==> config.mk <==
export PLATFORM = sky130hd
export DESIGN_NAME = fpl_line_walk
export DESIGN_NICKNAME = d
export VERILOG_FILES = /design/src/rtl/core/fpl_pkg.sv /design/src/rtl/core/fpl_line_walk.sv
export SDC_FILE = /design/constraint.sdc
export NUM_CORES = 1
export LEC_CHECK = 0
export BUFFER_PORTS_ARGS = -buffer_cell sky130_fd_sc_hd__buf_2
export CAP_MARGIN = 30
export CORE_ASPECT_RATIO = 1.25
export CORE_UTILIZATION = 35
export DETAILED_ROUTE_END_ITERATION = 16
export PLACE_DENSITY = 0.57
export SLEW_MARGIN = 10
export SYNTH_ARGS = -nofsm -noshare
export SYNTH_HDL_FRONTEND = slang
export SYNTH_SLANG_ARGS = --single-unit
==> constraint.sdc <==
create_clock -name clk -period 5.7 [get_ports clk]
set_clock_uncertainty 0.2 [all_clocks]
set_input_delay 1.14 -clock clk [delete_from_list [all_inputs] [get_ports clk]]
set_output_delay 1.14 -clock clk [all_outputs]
set_load 0.05 [all_outputs]
==> src/rtl/core/fpl_pkg.sv <==
package fpl_pkg;

    localparam int DISPLAY_WIDTH  = 128;
    localparam int DISPLAY_HEIGHT = 64;
    localparam int STORE_BYTES    = 1024;
    localparam int ROW_LIMIT      = (DISPLAY_HEIGHT / 8) * 8;
    localparam int ADDR_W         = $clog2(STORE_BYTES);
    localparam int IDX_W          = 14;
    localparam int COORD_W        = 8;
    localparam int EPS_W          = 11;

    localparam logic [1:0] MODE_PLOT  = 2'd0;
    localparam logic [1:0] MODE_READ  = 2'd1;
    localparam logic [1:0] MODE_LINE  = 2'd2;
    localparam logic [1:0] MODE_CLEAR = 2'd3;

    localparam logic [1:0] COLOR_CLEAR = 2'd0;
    localparam logic [1:0] COLOR_SET   = 2'd1;
    localparam logic [1:0] COLOR_RESET = 2'd1;

    typedef struct packed {
        logic load;
        logic step;
    } fpl_walk_ctl_t;

    typedef struct packed {
        logic [COORD_W-1:0] x;
        logic [COORD_W-1:0] y;
        logic               last;
    } fpl_pix_t;

endpackage

==> src/rtl/core/fpl_line_walk.sv <==
module fpl_line_walk (
    input  logic                           clk,
    input  fpl_pkg::fpl_walk_ctl_t         ctl,
    input  logic [fpl_pkg::COORD_W-1:0]    x1,
    input  logic [fpl_pkg::COORD_W-1:0]    y1,
    input  logic [fpl_pkg::COORD_W-1:0]    x2,
    input  logic [fpl_pkg::COORD_W-1:0]    y2,
    output fpl_pkg::fpl_pix_t              pix
);
    import fpl_pkg::*;

    logic [COORD_W-1:0]      x_reg, y_reg, end_reg, dmaj_reg, dmin_reg;
    logic                    major_x_reg, major_up_reg, minor_up_reg, straight_reg;
    logic signed [EPS_W-1:0] eps_reg;

    logic               vert, horiz;
    logic [COORD_W-1:0] dx, dy, ymin, ymax, xmin, xmax;
    logic               sl_major_x;

    logic [COORD_W-1:0]      major_pos, major_nx, minor_pos, minor_nx;
    logic signed [EPS_W-1:0] e1;
    logic signed [EPS_W:0]   twice;
    logic                    minor_go;

    always_comb
    begin
        vert       = (x1 == x2);
        horiz      = (y1 == y2);
        dx         = (x2 > x1) ? x2 - x1 : x1 - x2;
        dy         = (y2 > y1) ? y2 - y1 : y1 - y2;
        ymin       = (y1 < y2) ? y1 : y2;
        ymax       = (y1 < y2) ? y2 : y1;
        xmin       = (x1 < x2) ? x1 : x2;
        xmax       = (x1 < x2) ? x2 : x1;
        sl_major_x = (dx > dy);
    end

    // shared step unit: error add and compare, major and minor steps per pixel
    always_comb
    begin
        major_pos = major_x_reg ? x_reg : y_reg;
        minor_pos = major_x_reg ? y_reg : x_reg;
        major_nx  = major_up_reg ? major_pos + 1'b1 : major_pos - 1'b1;
        minor_nx  = minor_up_reg ? minor_pos + 1'b1 : minor_pos - 1'b1;
        e1        = eps_reg + $signed({{(EPS_W-COORD_W){1'b0}}, dmin_reg});
        twice     = {e1, 1'b0};
        minor_go  = !straight_reg && (twice >= $signed({{(EPS_W+1-COORD_W){1'b0}}, dmaj_reg}));
        pix.x     = x_reg;
        pix.y     = y_reg;
        pix.last  = straight_reg ? (major_pos == end_reg) : (major_nx == end_reg);
    end

    always_ff @(posedge clk)
    begin
        if (ctl.load)
        begin
            eps_reg      <= '0;
            straight_reg <= vert || horiz;
            if (vert)
            begin
                x_reg        <= x1;
                y_reg        <= ymin;
                end_reg      <= ymax;
                major_x_reg  <= 1'b0;
                major_up_reg <= 1'b1;
                minor_up_reg <= 1'b1;
                dmaj_reg     <= '0;
                dmin_reg     <= '0;
            end
            else if (horiz)
            begin
                x_reg        <= xmin;
                y_reg        <= y1;
                end_reg      <= xmax;
                major_x_reg  <= 1'b1;
                major_up_reg <= 1'b1;
                minor_up_reg <= 1'b1;
                dmaj_reg     <= '0;
                dmin_reg     <= '0;
            end
            else
            begin
                x_reg        <= x1;
                y_reg        <= y1;
                major_x_reg  <= sl_major_x;
                end_reg      <= sl_major_x ? x2 : y2;
                major_up_reg <= sl_major_x ? (x2 > x1) : (y2 > y1);
                minor_up_reg <= sl_major_x ? (y2 > y1) : (x2 > x1);
                dmaj_reg     <= sl_major_x ? dx : dy;
                dmin_reg     <= sl_major_x ? dy : dx;
            end
        end
        else if (ctl.step)
        begin
            if (major_x_reg)
            begin
                x_reg <= major_nx;
                if (minor_go)
                    y_reg <= minor_nx;
            end
            else
            begin
                y_reg <= major_nx;
                if (minor_go)
                    x_reg <= minor_nx;
            end
            eps_reg <= minor_go ? e1 - $signed({{(EPS_W-COORD_W){1'b0}}, dmaj_reg}) : e1;
        end
    end

endmodule

==> flow_summary_export.csv, run 1 <==
group,metric,value,unit
run_status,status,"completed",
pwr,p_per_area,628.3,nW/um^2
pwr,p_sw_frac,0.4903,
critical_path,critPathMaxFanout,16,
placement,dp_hpwl,14010,um
global_routing,grt_overflow,0,
critical_path,path_cells,"buf_2 > inv_1 > ha_1 > inv_1 > fa_1 > nand3_1 > a21o_1 > a21o_1 > mux2_2 > or3_1 > o221a_2 > o2111ai_2 > ha_1 > nand3_1 > nor2_1 > a22oi_1 > inv_1 > nor2_1 > buf_4 > nor2_1 > a211oi_1",
critical_path,critical_path_class,"primary input to flop",
cells_and_area,stdcell_area,7307,um^2
die,die_area,19150,um^2
worst_hold_path,hp-class,"flop to flop",
drt,antenna_left,0,
die,dieWidth,124.0,um
critical_path,cpPeakStageDelay,0.41,ns
die,start_util,0.3582,
sta,finalHoldViolations,0,
synth,syn_area,6507,um^2
global_routing,grt_pass1_vias,5449,
worst_hold_path,hold_start,"eps_reg[2]",
synth,synth_nets,872,
drt,num_vias,5680,
sta,maxSlewViolCount,0,
sta,worst_pin_slew,0.8708,ns
synth,synth_seq_area_share,0.2369,
sta,finalSetupViolCount,0,
sta,rsz0062_at_grt,"false",
cells_and_area,antenna_cells,0,
critical_path,r2r_setup_slack,1.53,ns
placement,place_inst,1035,
sta,max_freq,185.5,MHz
cells_and_area,area_growth,12.29,%
placement,io_buffers,51,
die,coreArea,18170,um^2
drt,wl_per_cell,16.69,um
critical_path,worstRegToRegCells,13,
critical_path,crit_slowest_cell,"mux2_2",
sta,slew_headroom,0.4173,
critical_path,worst-path-buf-inv,5,
pwr,seqPwrFrac,0.172,
drt,wirelength,17430,um
die,dieHeight,154.5,um
sta,tns,0,ns
critical_path,cp_data_arrival_time,5.29,ns
clock_network,clock_latency,0.30,ns
placement,routabilityCongestion,0.8801,
clock_network,clockRootBuffer,"clkbuf_16",
sta,min_period_over_period,0.9458,
pwr,power.switching,2.251,mW
synth,syn_inst,754,
sta,fin_crit,5.391,ns
synth,synth-seq-cells,55,
critical_path,reg2reg_to,"eps_reg[8]",
global_routing,gr-usage-all-layers,0.1881,
critical_path,cp_top_family,"compound AO/OA/AOI/OAI gates",
cells_and_area,largest_reg_flops,11,
synth,yosys_warnings,0,
drt,post-route-drc-count,0,
synth,ys_async_sr_fraction,0,
critical_path,crit_path_start_kind,"primary input",
clock_network,htreeDepth,2,
clock_network,cts_tree,"done",
clock_network,clk_path_buf_depth,2,
pwr,clkPwrFrac,0.069,
pwr,cellInternalPower,2.340,mW
drt,drt-pass1-iter-count,5,
pwr,combinationalPowerShare,0.759,
worst_hold_path,holdPathEnd,"eps_reg[2]",
placement,place_area,7149,um^2
flow_run,max_cap_violations,0,
cells_and_area,post-route-util,0.4022,
clock_network,clkTransAtPathRegs,0.08,ns
critical_path,rr_startpoint,"dmin_reg[0]",
global_routing,antenna_found_initial,0,
cells_and_area,drive_above_1_share,0.1532,
pwr,p_leak,3.351,nW
synth,syn_avg_cell_area,8.631,um^2
synth,synth-main-ff-cell,"edfxtp_1",
clock_network,clock_sinks,55,
die,rows,55,
drt,drt_iter0_markers,313,
cells_and_area,layout.cells.non_filler,1044,
critical_path,end_kind,"flop",
worst_hold_path,whs_path_depth,2,
synth,synth_edf_count,44,
global_routing,grt_max_degree,39,
cells_and_area,nets,933,
die,ios,52,
critical_path,required,5.60,ns
drt,vias_per_cell,5.441,
synth,synth_cell_types,64,
clock_network,numCtsBuffers,5,
global_routing,grt_pass1_wl,27890,um
sta,whs,0.2897,ns
cells_and_area,nFillCells,1900,
pwr,vdd.ir_drop.worst,0.2267,mV
[stage by stage]
step | total power, mW | setup WS [ns]
final | 4.591 | 0.3089
after global placement | 4.252 | 0.09838
after CTS | 4.613 | 0.3385
after global routing | 5.047 | 0.01274
after floorplan | 3.526 | 0.1251
after detailed placement | 4.280 | 0.04128
[logic make-up (layout without fill, tap and decap cells)]
| family | after synthesis | in the layout | share of synthesized area |
|---|---|---|---|
| AOI/OAI and AO/OA | 203 | 203 | 0.2165 |
| xor gates and xnor gates | 41 | 41 | 0.05518 |
| adders and majority gates | 83 | 83 | 0.1688 |
| buffers and inverters | 92 | 154 | 0.05480 |
| DFF | 55 | 55 | 0.2369 |
| muxes | 71 | 71 | 0.1132 |
| and+or+nand+nor | 209 | 209 | 0.1546 |
[area by class of cell]
cell class / instances / area, um^2 / area share
inverters: 66 / 247.7 / 0.03390
well taps: 228 / 285.3 / 0.03904
clock buffers: 6 / 128.9 / 0.01764
repair buffers: 80 / 473.0 / 0.06473
flip-flops and latches: 55 / 1541 / 0.2110
multi-input cells: 607 / 4613 / 0.6313
clock inverters: 2 / 17.52 / 0.002397
[routing by layer]
metal,share of wire,wire length [um],GRT usage,vias up
met5,0,0,0,-
met4,0.022,380,0.05612,0
met3,0.033,567,0.01586,26
met2,0.49,8545,0.3217,94
met1,0.46,7934,0.2484,2684
li1,-,-,-,2876
[power by group through the flow]
stage | registers (mW) | logic, mW | clock network [mW]
2_1_floorplan | 0.959 | 2.57 | 0
3_3_place_gp | 0.799 | 3.45 | 0
3_5_place_dp | 0.801 | 3.48 | 0
4_1_cts | 0.793 | 3.50 | 0.324
5_1_grt | 0.814 | 3.89 | 0.340
6_report | 0.789 | 3.48 | 0.318
[layout by cell type, fill, tap and decap left out, types with 7 or more instances in the layout]
master and n:
nand2b_1 8, buf_2 51, nand3_1 19, o21a_1 8
a21oi_1 54, inv_1 66, nand4_1 7, a221oi_1 9
fa_1 8, nand2_1 59, buf_4 29, o211ai_1 8
nor3_1 11, dfxtp_1 11, a21o_1 16, o21ai_0 26
a211oi_1 21, nor2b_1 19, mux2i_1 50, edfxtp_1 44
nor2_1 55, xnor2_1 29, ha_1 75, xor2_1 12
mux2_2 21, and2_1 7
[cell usage after synthesis, types with 3 or more instances]
master | n | area, um^2
a211o_1 | 6 | 52.55
a211oi_1 | 21 | 157.7
a21o_1 | 16 | 120.1
a21oi_1 | 55 | 275.3
a221oi_1 | 9 | 78.83
a22o_1 | 3 | 26.28
a22oi_1 | 6 | 45.04
a31oi_1 | 3 | 18.77
and2_1 | 7 | 43.79
and3_1 | 3 | 18.77
buf_1 | 3 | 11.26
buf_2 | 3 | 15.01
clkbuf_1 | 19 | 71.32
dfxtp_1 | 11 | 220.2
edfxtp_1 | 44 | 1321
fa_1 | 8 | 160.2
ha_1 | 75 | 938.4
inv_1 | 66 | 247.7
mux2_2 | 21 | 236.5
mux2i_1 | 50 | 500.5
nand2_1 | 59 | 221.5
nand2b_1 | 8 | 50.05
nand3_1 | 19 | 95.09
nand4_1 | 7 | 43.79
nor2_1 | 55 | 206.5
nor2b_1 | 19 | 118.9
nor3_1 | 11 | 55.05
o2111ai_1 | 5 | 43.79
o211ai_1 | 8 | 60.06
o21a_1 | 8 | 60.06
o21ai_0 | 26 | 130.1
o21bai_1 | 4 | 30.03
o22ai_1 | 5 | 31.28
o31ai_1 | 5 | 37.54
or2_2 | 5 | 31.28
or3_1 | 6 | 37.54
xnor2_1 | 29 | 254.0
xor2_1 | 12 | 105.1
[tightest hold or removal path, stage by stage, from the launching register on]
cell and delay, ns:
dfxtp_1 0.32, nand2b_1 0.06, o22ai_1 0.07
[worst max-delay path by stage]
| stage | cells past startpoint | startpoint | slack, ns | end |
|---|---|---|---|---|
| 4_1_cts | 21 | y2[0] | 0.34 | dmaj_reg[0] |
| 2_1_floorplan | 18 | y1[5] | 0.13 | end_reg[5] |
| 3_3_place_gp | 21 | y2[0] | 0.1 | dmaj_reg[0] |
| 6_report | 21 | y2[0] | 0.31 | dmaj_reg[0] |
| 3_5_place_dp | 21 | y2[0] | 0.04 | dmaj_reg[0] |
| 5_1_grt | 21 | y2[0] | 0.01 | dmaj_reg[0] |
[what timing repair did]
| action | CTS | global route |
|---|---|---|
| gates resized for setup | 0 | 1 |
| buffers inserted | 0 | 1 |
| hold buffers | 0 | 0 |
| setup endpoints to repair | 0 | 1 |
(Power assumes the default switching activity.)
==> inputs of run 2 (changes only) <==
Settings changed: CORE_MARGIN set to 4.
==> flow_summary_export.csv, run 2 (synthesis results as in run 1) <==
group,metric,value,unit
critical_path,path_depth,19,
die,rows,55,
critical_path,end_kind,"flop",
worst_hold_path,whs_path_depth,2,
global_routing,antenna_found_initial,0,
sta,rsz0062_at_grt,"false",
clock_network,cts_resized,0,
sta,fin_crit,5.224,ns
sta,finalHoldViolations,0,
cells_and_area,drive_above_1_share,0.1551,
cells_and_area,largest_reg_flops,11,
drt,wirelength,17600,um
drt,antenna_left,0,
critical_path,crit_slowest_cell,"a221oi_1",
cells_and_area,layout_common_cells,"ha_1, inv_1, nand2_1",
critical_path,crit_path_start_kind,"primary input",
clock_network,clkTransAtPathRegs,0.08,ns
sta,tns,0,ns
die,dieHeight,160.5,um
die,start_util,0.3582,
cells_and_area,antenna_cells,0,
sta,worst_pin_slew,0.8052,ns
drt,num_vias,5669,
die,ios,52,
die,coreArea,18170,um^2
sta,min_period_over_period,0.9166,
cells_and_area,stdcell_area,7327,um^2
global_routing,gr-usage-all-layers,0.1719,
clock_network,holdBufCountCts,0,
global_routing,grt_pass1_wl,28640,um
drt,wl_per_cell,16.81,um
sta,max_freq,191.4,MHz
cells_and_area,post-route-util,0.4033,
pwr,vdd.ir_drop.worst,0.2102,mV
clock_network,clock_sinks,55,
critical_path,critical_path_class,"primary input to flop",
clock_network,htreeDepth,2,
drt,drt-pass1-iter-count,5,
critical_path,worst-path-buf-inv,4,
critical_path,cpPeakStageDelay,0.48,ns
pwr,p_leak,3.369,nW
global_routing,grt_max_degree,58,
critical_path,path_cells,"buf_2 > inv_1 > ha_1 > nand3_1 > a21oi_1 > o21ai_0 > a221oi_1 > o211ai_1 > mux2i_1 > o2111ai_1 > inv_1 > ha_1 > nand3_1 > nor2_1 > a22oi_1 > a21oi_1 > buf_4 > a221oi_1 > a22oi_1",
placement,place_area,7179,um^2
cells_and_area,area_growth,12.59,%
critical_path,cp_data_arrival_time,5.07,ns
critical_path,cp_top_family,"compound AO/OA/AOI/OAI gates",
cells_and_area,final_common_cell,"ha_1",
die,die_area,20850,um^2
placement,io_buffers,51,
worst_hold_path,hold_start,"eps_reg[7]",
critical_path,critPathMaxFanout,9,
clock_network,clockRootBuffer,"clkbuf_16",
pwr,p_per_area,625.5,nW/um^2
flow_run,max_cap_violations,0,
global_routing,grt_overflow,0,
clock_network,clk_path_buf_depth,2,
sta,maxSlewViolCount,0,
worst_hold_path,hp-class,"flop to flop",
die,dieWidth,130.0,um
clock_network,cts_tree,"done",
placement,place_inst,1039,
sta,finalSetupViolCount,0,
critical_path,worstRegToRegCells,13,
placement,dp_hpwl,14340,um
drt,drt_iter0_markers,288,
pwr,total_power,4.583,mW
clock_network,clock_latency,0.30,ns
run_status,status,"completed",
critical_path,rr_startpoint,"dmin_reg[0]",
clock_network,post_cts_buffers,0,
critical_path,startpoint,"x1[3]",
global_routing,grt_pass1_vias,5583,
cells_and_area,layout.cells.non_filler,1047,
placement,routabilityCongestion,0.8982,
critical_path,required,5.54,ns
cells_and_area,nets,936,
drt,post-route-drc-count,0,
clock_network,numCtsBuffers,5,
sta,slew_headroom,0.4612,
drt,vias_per_cell,5.415,
run 2: cell count changes in the layout (fill, tap and decap cells not counted):
cell / delta
buf_4: +3
clkbuf_8: +1
a21oi_1: +1
clkinv_4: -2
clkinv_2: +1
a21oi_2: -1
run 2: metrics by stage:
stage	setup slack, ns	hold WS (ns)
after floorplan	0.1251	0.2640
after global placement	0.2453	0.2774
after detailed placement	0.1833	0.2830
after CTS	0.5101	0.2932
after global routing	0.02585	0.3158
final	0.4755	0.2932
run 2: layer usage:
| metal | up-vias | GRT usage | share of wire |
|---|---|---|---|
| met5 | - | 0 | 0 |
| met4 | 0 | 0.05009 | 0.021 |
| met3 | 19 | 0.01830 | 0.028 |
| met2 | 72 | 0.2912 | 0.48 |
| met1 | 2694 | 0.2296 | 0.47 |
| li1 | 2884 | - | - |
run 2: cell type report:
cell class	count	area (um^2)
Clock buffer	7	142.6
Fill cell	1862	10840
Tap cell	228	285.3
Inverter	66	247.7
Timing Repair Buffer	83	495.5
Clock inverter	1	5.005
Multi-Input combinational cell	607	4609
Sequential cell	55	1541
run 2: final timing paths:
check	slack, ns	to
max	0.48	end_reg[6]
min	0.29	eps_reg[7]
max reg2reg	1.54	eps_reg[8]
min reg2reg	0.29	eps_reg[7]
run 2: worst register-to-register path, cell delays in order, from the launching register on:
cell and delay, ns:
edfxtp_1 0.37, ha_1 0.24, fa_1 0.44, a211oi_2 0.41, o21bai_1 0.13, a21oi_1 0.19
xnor2_1 0.13, ha_1 0.24, or2_2 0.30, o311ai_0 0.33, nand2_1 0.10, a211oi_1 0.37
mux2i_1 0.26, mux2_2 0.34
run 2: report_power, final:
| part | internal (mW) | total [mW] | switching, mW |
|---|---|---|---|
| logic | 1.50 | 3.46 | 1.96 |
| registers | 0.678 | 0.791 | 0.114 |
| clock network | 0.175 | 0.328 | 0.153 |
| total | 2.35 | 4.58 | 2.23 |
